## src/rtl/bc_pkg.sv

```systemverilog
// bc_pkg: widths, constants and the item record that moves along the divider cells
// no dependencies
package bc_pkg;

  localparam int CoordW = 16;
  localparam int DiffW  = 17;
  localparam int ProdW  = 34;
  localparam int SumW   = 35;
  localparam int FracW  = 16;
  localparam int DvdW   = SumW + FracW + 2;     // n*2^17 + d
  localparam int DivW   = SumW + 1;            // 2*d
  localparam int QuoW   = DvdW;
  localparam int WtW    = 19;
  localparam int GamW   = QuoW + 3;

  localparam logic signed [WtW-1:0] WtMax = WtW'(262143);
  localparam logic signed [WtW-1:0] WtMin = -WtW'(262144);
  localparam logic signed [GamW-1:0] WtOne = GamW'(65536);

  // one quotient lane of the restoring divider
  typedef struct packed {
    logic [DivW-1:0] rem;
    logic [DvdW-1:0] dvd;
    logic [QuoW-1:0] quo;
    logic            neg;
  } bc_lane_t;

  // transaction record handed from cell to cell
  typedef struct packed {
    bc_lane_t        la;
    bc_lane_t        lb;
    logic [DivW-1:0] dsr;
    logic            degen;
  } bc_item_t;

endpackage

```

## src/rtl/bc_cell.sv

```systemverilog
// bc_cell: one restoring-division step for both weight lanes
// depends on bc_pkg
module bc_cell (
  input  logic              clk,
  input  logic              rst,
  input  logic              en,
  input  logic              in_ok,
  input  bc_pkg::bc_item_t  din,
  output logic              out_ok,
  output bc_pkg::bc_item_t  dout
);

  bc_pkg::bc_item_t dout_next;
  logic [bc_pkg::DivW:0] ra, rb;

  // shift in next dividend bit, subtract when it fits
  always_comb begin
    dout_next = din;
    ra = {din.la.rem, din.la.dvd[bc_pkg::DvdW-1]};
    rb = {din.lb.rem, din.lb.dvd[bc_pkg::DvdW-1]};
    dout_next.la.dvd = {din.la.dvd[bc_pkg::DvdW-2:0], 1'b0};
    dout_next.lb.dvd = {din.lb.dvd[bc_pkg::DvdW-2:0], 1'b0};
    if (ra >= {1'b0, din.dsr}) begin
      dout_next.la.rem = bc_pkg::DivW'(ra - {1'b0, din.dsr});
      dout_next.la.quo = {din.la.quo[bc_pkg::QuoW-2:0], 1'b1};
    end else begin
      dout_next.la.rem = bc_pkg::DivW'(ra);
      dout_next.la.quo = {din.la.quo[bc_pkg::QuoW-2:0], 1'b0};
    end
    if (rb >= {1'b0, din.dsr}) begin
      dout_next.lb.rem = bc_pkg::DivW'(rb - {1'b0, din.dsr});
      dout_next.lb.quo = {din.lb.quo[bc_pkg::QuoW-2:0], 1'b1};
    end else begin
      dout_next.lb.rem = bc_pkg::DivW'(rb);
      dout_next.lb.quo = {din.lb.quo[bc_pkg::QuoW-2:0], 1'b0};
    end
  end

  always_ff @(posedge clk) begin
    if (en) begin
      dout <= dout_next;
    end
  end

  always_ff @(posedge clk) begin
    if (rst) begin
      out_ok <= 1'b0;
    end else if (en) begin
      out_ok <= in_ok;
    end
  end

endmodule

```

## config.mk

```make
export PLATFORM = sky130hd
export DESIGN_NAME = bc_cell
export DESIGN_NICKNAME = d
export VERILOG_FILES = /design/src/rtl/bc_pkg.sv /design/src/rtl/bc_cell.sv
export SDC_FILE = /design/constraint.sdc
export NUM_CORES = 1
export LEC_CHECK = 0
export BUFFER_PORTS_ARGS = -buffer_cell sky130_fd_sc_hd__buf_2
export CAP_MARGIN = 20
export CORE_AREA = 2 2 253 255
export CTS_CLUSTER_SIZE = 30
export DETAILED_ROUTE_END_ITERATION = 7
export DIE_AREA = 0 0 255 257
export PLACE_DENSITY = 0.5
export SETUP_SLACK_MARGIN = 0.1
export SLEW_MARGIN = 5
export SYNTH_ARGS = -nofsm -noshare
export SYNTH_HDL_FRONTEND = slang
export SYNTH_SLANG_ARGS = --single-unit
```

## constraint.sdc

```tcl
create_clock -name clk -period 4.2 [get_ports clk]
set_input_delay 0.63 -clock clk [delete_from_list [all_inputs] [get_ports clk]]
set_output_delay 0.63 -clock clk [all_outputs]
set_load 0.05 [all_outputs]
```

==> metrics.cfg, run 1 <==
[hold_path]
whs_endpoint = out_ok
hold_path_depth = 2
hold_path_class = input pin to flip-flop
hold_start = rst

[sta]
finalCritPeriodShare_pct = 80.40
setup_viol_count_final = 0
whs_ns = 0.2169
fin_setup_tns_ns = 0
clock_skew_ns = 0
fmax_mhz = 296.1
slew_headroom_pct = 41.29
hold_viol = 0
min_period_ns = 3.377
final_max_slew_viol_count = 0
worst_slew_pin_slew_ns = 0.8807
rsz0062_at_grt = no
setup_slack_ns = 0.8230

[critical_path]
crit_path_cell_trace = buf_2 > inv_1 > ha_1 > fa_1 > nor2b_1 > o31a_1 > o31ai_2 > a31oi_1 > a41o_1 > o41ai_2 > o41ai_1 > xor2_1 > mux2_2
crit_arrival_ns = 3.67
path_class = input pin to flip-flop
startpoint_type = input pin
endpoint_kind = flip-flop
critPathLaunch = din[143]
crit_buf_inv = 2
r2r-start = out_ok
path_max_fanout = 3
critical_path.top_delay_family = compound AO/OA/AOI/OAI gates
r2r_cells = 2
reg2reg_slack_ns = 3.62
worstReg2RegEnd = out_ok
max_stage_delay_ns = 0.59
crit_slowest_cell = o41ai_2
required_ns = 4.49

[global_routing]
grt_pass1_wl_mm = 89.95
grt_pass1_vias = 11650
grt_util_all_layers_pct = 19.53
grt_overflow = 0
grt_max_degree = 97
antenna_found_initial = 25

[clock_tree]
cts_setup_buffers = 0
path_clk_slew_ns = 0.06
clkLatencyLatePin_ns = 0.56
cts_tree = yes
clock_sinks = 322
cts_root_buffer = clkbuf_16
ctsResizeCount = 0
numCtsBuffers = 40
cts_hold_repair.buffers = 0
cts_buffer_depth = 3
htree_levels = 2

[synthesis]
synth-seq-cells = 322
synth_top_area_cell = edfxtp_1
synthDistinctLibCells = 81
ys_seq_area_share_pct = 65.80
syn_inst = 1052
synthTopCellsByArea = edfxtp_1, ha_1, a21oi_1
synth_flop_cell = edfxtp_1
yosys.area.top_type_share_pct = 65.67
ys_warn_count = 0
synthArstFlopShare_pct = 0
synth_common_cells = edfxtp_1, a21oi_1, ha_1, nor2_1, nand2_1
avgSynthCellArea_um2 = 13.95
syn_area_mm2 = 0.01468
synth_edf_count = 321
synthMostInstantiatedCell = edfxtp_1

[routing]
drt.antenna.violating_nets = 0
viasPerCell = 4.458
drtIter0Drc = 718
drtPass1Iterations = 4
vias = 11640
routed_wl_mm = 66.77
drt-wirelength-per-cell_um = 25.56
drc_errors = 0

[floorplan]
die_x_um = 255
rows = 92
start_util_pct = 23.40
die_h_um = 257
core-area_mm2 = 0.06274
die-area_mm2 = 0.06554
pin_count = 651

[place]
place_worst_setup_slack_ns = 0.2527
dp_hpwl_mm = 54.58
finalWeightedCongestion = 0.8933
placedCellCount = 2532
numPortBuffers = 646

[flow_run]
max_cap_viol_count = 0

[final_layout]
layout.nets = 2129
final.fill_count = 6341
drive_above_1_share_pct = 43.05
syn_to_final_growth_pct = 38.53
stdcell_count = 2612

[power]
power_per_cell_area_mw_per_mm2 = 501.9
peakVddDrop_mv = 0.2860
power.leakage_nw = 8.815

[status]
status = finished, final reports clean

==> cells in the final DEF, fill, tap and decap left out, drive strengths merged, types with 3 or more instances in the layout <==
master	instances
o2111ai	3
clkinv	12
a21boi	4
a211o	5
o31ai	7
inv	55
bufinv	4
a211oi	11
a31oi	6
a21o	44
o21ai	44
nor3	12
xor2	21
nor3b	3
ha	72
nand3	11
nand2	57
nor2	70
a21oi	91
buf	668
o41ai	4
and2	4
xnor2	35
or3	4
o21bai	11
and3	7
nand2b	9
clkbuf	49
o21a	11
nand4	17
edfxtp	321
diode	10
clkinvlp	3
nor2b	12
mux2i	3
mux2	30
==> sequential cells by signal, indices dropped and copies added, names as in the netlist <==
name	cells
out_ok	1
dout	321
==> metal layers <==
layer,part of all wire [%],GRT usage [%]
met5,0.20,0
met4,4.2,8.236
met3,7.1,4.896
met2,50,34.16
met1,39,22.49
==> worst max-delay path by stage <==
stage / end / slack [ns] / cells after the start
detailed placement: dout[176] / 0.25 / 13
finish: dout[176] / 0.82 / 13
floorplan: dout[319] / 0.96 / 11
global placement: dout[176] / 0.27 / 12
global route: dout[174] / 0.67 / 13
CTS: dout[176] / 0.82 / 13
==> kinds of logic after synthesis <==
kind of cell	count (synthesis)	synth area share (%)
xor gates and xnor gates	56	3.341
other	1	0.02555
and+or+nand+nor	214	7.100
muxes	33	2.506
DFF	322	65.80
buffers and inverters	88	2.881
adders and majority gates	74	6.410
AOI/OAI and AO/OA	264	11.93
==> through the flow <==
stage	total power, mW	util [%]	cell area [um2]
2_1_floorplan	5.855	-	14680
3_3_place_gp	6.773	30.29	19000
3_5_place_dp	6.770	30.29	19000
4_1_cts	10.34	32.37	20310
5_1_grt	10.59	32.39	20320
6_report	10.21	32.41	20330
==> area by class of cell <==
| type | instances | area [um2] | share of cell area [%] |
|---|---|---|---|
| Timing Repair Buffer | 668 | 3483 | 17.13 |
| Multi-Input combinational cell | 643 | 4601 | 22.62 |
| Clock inverter | 21 | 234.0 | 1.151 |
| Clock buffer | 49 | 1075 | 5.286 |
| Antenna cell | 10 | 25.02 | 0.1231 |
| Sequential cell | 322 | 9659 | 47.50 |
| Inverter | 53 | 198.9 | 0.9783 |
| Tap cell | 846 | 1059 | 5.206 |
==> power breakdown <==
part	internal (mW)	total, mW	switching, mW
Clock	2.07	3.51	1.44
Combinational	0.693	2.67	1.98
Sequential	3.92	4.02	0.104
Total	6.68	10.2	3.53
==> worst reg2reg max path, cell delays in order (launching register included) <==
cell and delay (ns):
dfxtp_1 0.31, mux2i_1 0.12, nor2_1 0.05
No activity file was read; power rests on OpenSTA's default activity.
==> inputs of run 2 (changes only) <==
--- a/config.mk
+++ b/config.mk
@@ -7,11 +7,11 @@
 export LEC_CHECK = 0
 export BUFFER_PORTS_ARGS = -buffer_cell sky130_fd_sc_hd__buf_2
 export CAP_MARGIN = 20
-export CORE_AREA = 2 2 253 255
+export CORE_AREA = 2 2 252 254
 export CTS_CLUSTER_SIZE = 30
 export DETAILED_ROUTE_END_ITERATION = 7
-export DIE_AREA = 0 0 255 257
-export PLACE_DENSITY = 0.5
+export DIE_AREA = 0 0 254 256
+export PLACE_DENSITY = 0.52
 export SETUP_SLACK_MARGIN = 0.1
 export SLEW_MARGIN = 5
 export SYNTH_ARGS = -nofsm -noshare
==> constraint.sdc (replaced) <==
create_clock -name clk -period 2.7 [get_ports clk]
set_input_delay 0.405 -clock clk [delete_from_list [all_inputs] [get_ports clk]]
set_output_delay 0.405 -clock clk [all_outputs]
set_load 0.05 [all_outputs]
==> metrics.cfg, run 2 (synthesis results as in run 1) <==
[final_layout]
stdcell_count = 3056  ; was 2612
reg_top3 = dout (321), out_ok (1)  ; unchanged
syn_to_final_growth_pct = 70.92  ; was 38.53%
layout.nets = 2573  ; was 2129
layout_common_cells = buf_2, edfxtp_1, buf_4  ; was buf_2, edfxtp_1, a21oi_1
drive_above_1_share_pct = 52.39  ; was 43.05%
largest_reg_flops = 321  ; unchanged
final_common_cell = buf_2  ; unchanged
regMostFlops = dout  ; unchanged

[routing]
drtIter0Drc = 768  ; was 718
drt-wirelength-per-cell_um = 23.59  ; was 25.56 um
drtPass1Iterations = 5  ; was 4
viasPerCell = 4.369  ; was 4.458
drc_errors = 0  ; unchanged
drt.antenna.violating_nets = 0  ; unchanged
vias = 13350  ; was 11640
routed_wl_mm = 72.08  ; was 66.77 mm

[sta]
finalCritPeriodShare_pct = 98.23
clock_skew_ns = 0  ; unchanged
setup_slack_ns = 0.04789  ; was 0.8230 ns
hold_viol = 0  ; unchanged
setup_viol_count_final = 0  ; unchanged
final_max_slew_viol_count = 0  ; unchanged
rsz0062_at_grt = yes  ; was no
fmax_mhz = 377.1
min_period_ns = 2.652

[place]
numPortBuffers = 646  ; unchanged
dp_hpwl_mm = 56.96  ; was 54.58 mm
place_worst_setup_slack_ns = -0.6240  ; was 0.2527 ns
finalWeightedCongestion = 0.9253  ; was 0.8933
placedCellCount = 2781  ; was 2532

[floorplan]
die_h_um = 256  ; was 257 um
start_util_pct = 23.53  ; was 23.40%
die_x_um = 254  ; was 255 um
pin_count = 651  ; unchanged
core-area_mm2 = 0.06239  ; was 0.06274 mm2
die-area_mm2 = 0.06502  ; was 0.06554 mm2
rows = 92  ; unchanged

[critical_path]
path_class = input pin to flip-flop  ; unchanged
crit_arrival_ns = 2.96  ; was 3.67 ns
startpoint_type = input pin  ; unchanged
required_ns = 3.01  ; was 4.49 ns
path_max_fanout = 3  ; unchanged
endpoint_kind = flip-flop  ; unchanged

[clock_tree]
cts_buffer_depth = 3  ; unchanged
clkLatencyLatePin_ns = 0.55  ; was 0.56 ns
cts_root_buffer = clkbuf_16  ; unchanged
path_clk_slew_ns = 0.06  ; about the same
numCtsBuffers = 39  ; was 40
htree_levels = 2  ; unchanged
cts_tree = yes  ; unchanged
clock_sinks = 322  ; unchanged

[power]
power.leakage_nw = 11.07  ; was 8.815 nW
peakVddDrop_mv = 0.4045  ; was 0.2860 mV
power_per_cell_area_mw_per_mm2 = 671.1  ; was 501.9 mW/mm2

[global_routing]
grt_util_all_layers_pct = 21.16  ; was 19.53%
grt_overflow = 0  ; unchanged
antenna_found_initial = 23  ; was 25
grt_pass1_vias = 13980  ; was 11650
grt_max_degree = 75  ; was 97
grt_pass1_wl_mm = 98.35  ; was 89.95 mm

[status]
status = finished, final reports clean  ; unchanged

[flow_run]
max_cap_viol_count = 0  ; unchanged

[hold_path]
hold_path_class = input pin to flip-flop  ; unchanged

[run 2: cell types whose count changed in the layout (fill, tap and decap cells not counted), sizes merged]
| cell | previous run | this run |
|---|---|---|
| inv | 55 | 54 |
| clkbuf | 49 | 50 |
| clkinvlp | 3 | 4 |
| dlygate4sd3 | 0 | 168 |
| clkinv | 12 | 16 |
| buf | 668 | 940 |
| diode | 10 | 9 |
[run 2: what timing repair did]
item	CTS	global route
resized for setup	32	94
cloned	1	3
pin swaps	15	34
hold endpoints to repair	168	0
hold buffers	168	0
endpoints found under the setup margin	33	61
buffers inserted	10	14
[run 2: report_power, final]
part / leakage (nW) / internal [mW] / switching, mW
Sequential: 3.15 / 6.09 / 0.177
Clock: 0.611 / 3.06 / 2.24
Combinational: 7.31 / 1.88 / 3.39
Total: 11.1 / 11.0 / 5.81
[run 2: critical path, cell delays in order]
cell and delay, ns:
buf_8 0.08, clkinvlp_4 0.09, buf_4 0.15, ha_4 0.21
nor2b_4 0.12, o31a_1 0.28, o31ai_4 0.24, a31oi_4 0.14
a41o_4 0.26, o41ai_4 0.31, buf_4 0.19, o41ai_2 0.07
xor2_1 0.14, mux2_4 0.27
[run 2: final cells by class]
| type | instances | area, um2 |
|---|---|---|
| antenna | 9 | 22.52 |
| clock buffer | 45 | 998.5 |
| multi-input combinational | 643 | 5399 |
| tap | 846 | 1059 |
| clock inverter | 25 | 259.0 |
| timing repair buffer | 1113 | 7456 |
| inverter | 53 | 236.5 |
| fill | 6038 | 37300 |
| sequential | 322 | 9659 |
[run 2: path summary, 6_finish.rpt]
check	start	to	slack (ns)	cells after the start
max	din[3]	dout[176]	0.05	14
min	din[121]	dout[122]	0.03	1
max reg2reg	out_ok	out_ok	2.11	2
min reg2reg	out_ok	out_ok	0.51	2
[run 2: through the flow]
| stage | total power [mW] | cell area, um2 | hold WS [ns] | util [%] | TNS, ns |
|---|---|---|---|---|---|
| after floorplan | 9.206 | 15110 | 0.4774 | - | -2.773 |
| after global placement | 11.10 | 21280 | 0.4706 | 34.10 | -30.91 |
| after detailed placement | 11.09 | 21280 | 0.4873 | 34.10 | -31.79 |
| after CTS | 16.81 | 24490 | 0.00003653 | 39.25 | 0 |
| after global routing | 17.50 | 25080 | 0.004131 | 40.20 | 0 |
| final | 16.84 | 25090 | 0.03437 | 40.21 | 0 |
[run 2: layer usage]
metal / vias to the layer above / GRT usage, % / wire (um) / part of all wire, %
li1: 6245 / - / - / -
met1: 6468 / 22.80 / 26890 / 37
met2: 484 / 38.15 / 36580 / 51
met3: 130 / 5.817 / 5096 / 7.1
met4: 24 / 9.690 / 3352 / 4.7
met5: - / 0 / 161 / 0.22
==> inputs of run 3 (changes only) <==
--- a/config.mk
+++ b/config.mk
@@ -7,11 +7,13 @@
 export LEC_CHECK = 0
 export BUFFER_PORTS_ARGS = -buffer_cell sky130_fd_sc_hd__buf_2
 export CAP_MARGIN = 20
-export CORE_AREA = 2 2 252 254
+export CELL_PAD_IN_SITES_DETAIL_PLACEMENT = 1
+export CELL_PAD_IN_SITES_GLOBAL_PLACEMENT = 2
+export CORE_AREA = 2 2 251 253
 export CTS_CLUSTER_SIZE = 30
 export DETAILED_ROUTE_END_ITERATION = 7
-export DIE_AREA = 0 0 254 256
-export PLACE_DENSITY = 0.52
+export DIE_AREA = 0 0 253 255
+export PLACE_DENSITY = 0.73
 export SETUP_SLACK_MARGIN = 0.1
 export SLEW_MARGIN = 5
 export SYNTH_ARGS = -nofsm -noshare
==> metrics.cfg, run 3 (synthesis results as in run 1) <==
[status]
status = finished, final reports clean  ; unchanged

[place]
dp_hpwl_mm = 58.05  ; was 56.96 mm
dpl_cell_area_mm2 = 0.02102  ; was 0.02128 mm2
numPortBuffers = 646  ; unchanged
finalWeightedCongestion = 0.9112  ; was 0.9253

[routing]
viasPerCell = 4.473  ; was 4.369
vias = 13240  ; was 13350
drt-wirelength-per-cell_um = 25.04  ; was 23.59 um
routed_wl_mm = 74.08  ; was 72.08 mm
drt.antenna.violating_nets = 0  ; unchanged
drtPass1Iterations = 5  ; unchanged
drtIter0Drc = 692  ; was 768
drc_errors = 0  ; unchanged

[sta]
fin_setup_tns_ns = 0  ; unchanged
slew_headroom_pct = 56.34
hold_viol = 0  ; unchanged
finalCritPeriodShare_pct = 95.86  ; was 98.23%
min_period_ns = 2.588  ; was 2.652 ns
setup_viol_count_final = 0  ; unchanged
whs_ns = 0.02636  ; was 0.03437 ns
worst_slew_pin_slew_ns = 0.6548
fmax_mhz = 386.4  ; was 377.1 MHz
rsz0062_at_grt = yes  ; unchanged
clock_skew_ns = 0  ; unchanged
final_max_slew_viol_count = 0  ; unchanged

[global_routing]
grt_pass1_vias = 14240  ; was 13980
grt_overflow = 0  ; unchanged
antenna_found_initial = 26  ; was 23
grt_util_all_layers_pct = 22.03  ; was 21.16%
grt_max_degree = 93  ; was 75
grt_pass1_wl_mm = 101.8  ; was 98.35 mm

[critical_path]
max_stage_delay_ns = 0.37  ; was 0.31 ns
critical_path.top_delay_family = compound AO/OA/AOI/OAI gates  ; unchanged
path_max_fanout = 7  ; was 3
crit_arrival_ns = 2.90  ; was 2.96 ns
critPathLaunch = din[27]  ; was din[3]
crit_slowest_cell = a221o_1  ; was o41ai_4
endpoint_kind = flip-flop  ; unchanged
r2r-start = out_ok  ; unchanged
required_ns = 3.01  ; about the same
crit_top_cell = a21o_1  ; was buf_4
path_class = input pin to flip-flop  ; unchanged
crit_buf_inv = 5  ; was 4
startpoint_type = input pin  ; unchanged
crit_path_cell_trace = buf_8 > inv_4 > buf_6 > ha_4 > a21o_1 > a21o_1 > a21o_1 > a21o_1 > a221o_1 > o21ai_2 > a21oi_4 > buf_6 > buf_16 > mux2_1  ; was buf_8 > clkinvlp_4 > buf_4 > ha_4 > nor2b_4 > o31a_1 > o31ai_4 > a31oi_4 > a41o_4 > o41ai_4 > buf_4 > o41ai_2 > xor2_1 > mux2_4

[final_layout]
reg_top3 = dout (321), out_ok (1)  ; unchanged
regMostFlops = dout  ; unchanged
layout.nets = 2521  ; was 2573
stdcell_area_mm2 = 0.02463  ; was 0.02509 mm2
largest_reg_flops = 321  ; unchanged
drive_above_1_share_pct = 52.25  ; was 52.39%
final_common_cell = buf_2  ; unchanged
layout_common_cells = buf_2, edfxtp_1, buf_4  ; unchanged
syn_to_final_growth_pct = 67.77  ; was 70.92%
final.fill_count = 6803  ; was 6038

[floorplan]
die_x_um = 253  ; was 254 um
start_util_pct = 23.62  ; was 23.53%
rows = 92  ; unchanged
die-area_mm2 = 0.06452  ; was 0.06502 mm2
core-area_mm2 = 0.06216  ; was 0.06239 mm2
die_h_um = 255  ; was 256 um
pin_count = 651  ; unchanged

[hold_path]
hold_path_class = input pin to flip-flop  ; unchanged
hold_start = din[119]  ; was din[121]

[clock_tree]
cts_root_buffer = clkbuf_16  ; unchanged
cts_tree = yes  ; unchanged
clkLatencyLatePin_ns = 0.56  ; was 0.55 ns
cts_buffer_depth = 3  ; unchanged
clock_sinks = 322  ; unchanged
path_clk_slew_ns = 0.06  ; about the same
numCtsBuffers = 41  ; was 39
htree_levels = 2  ; unchanged

[power]
peakVddDrop_mv = 0.3795  ; was 0.4045 mV
power.leakage_nw = 10.87  ; was 11.07 nW
power_per_cell_area_mw_per_mm2 = 698.6  ; was 671.1 mW/mm2

[flow_run]
max_cap_viol_count = 0  ; unchanged

-- run 3: worst paths after layout --
path / to / depth (start not counted) / slack (ns)
max: dout[163] / 14 / 0.11
min: dout[120] / 1 / 0.03
max reg2reg: out_ok / 2 / 2.05
min reg2reg: out_ok / 2 / 0.56
-- run 3: per-layer routing --
layer / up-vias / routed length (um) / global-route usage (%)
li1: 6128 / - / -
met1: 6513 / 29270 / 25.57
met2: 455 / 37170 / 38.93
met3: 119 / 4444 / 5.512
met4: 22 / 3046 / 8.707
met5: - / 150 / 0
-- run 3: area by class of cell --
| type | instances | area (um2) | share of cell area [%] |
|---|---|---|---|
| flip-flops and latches | 322 | 9659 | 39.22 |
| repair buffers | 1059 | 6974 | 28.32 |
| multi-input cells | 643 | 5373 | 21.82 |
| clock buffers | 44 | 1037 | 4.212 |
| well taps | 799 | 999.7 | 4.059 |
| clock inverters | 30 | 332.8 | 1.351 |
| inverters | 53 | 229.0 | 0.9297 |
| diodes | 9 | 22.52 | 0.09145 |
-- run 3: timing repair --
| item | 4_1_cts | 5_1_grt |
|---|---|---|
| pin swaps | 7 | 46 |
| setup buffers | 5 | 17 |
| setup endpoints to repair | 48 | 73 |
| hold buffers | 139 | 2 |
| cloned | 3 | 1 |
| gates resized for setup | 30 | 94 |
| endpoints found under the hold margin | 139 | 2 |
-- run 3: per-stage QoR --
step	utilization, %	total power, mW	instances	setup WS (ns)
floorplan	-	9.206	1053	-0.2583
global placement	33.81	11.01	2709	-0.5918
detailed placement	33.81	11.06	2709	-0.6577
CTS	38.67	17.21	2930	0.06911
global route	39.60	17.84	2953	0.03633
finish	39.62	17.20	2959	0.1117
-- run 3: power by group --
| group | internal [mW] | switching (mW) | total [mW] |
|---|---|---|---|
| Sequential | 6.09 | 0.164 | 6.25 |
| Clock | 3.45 | 2.31 | 5.77 |
| Combinational | 1.79 | 3.40 | 5.19 |
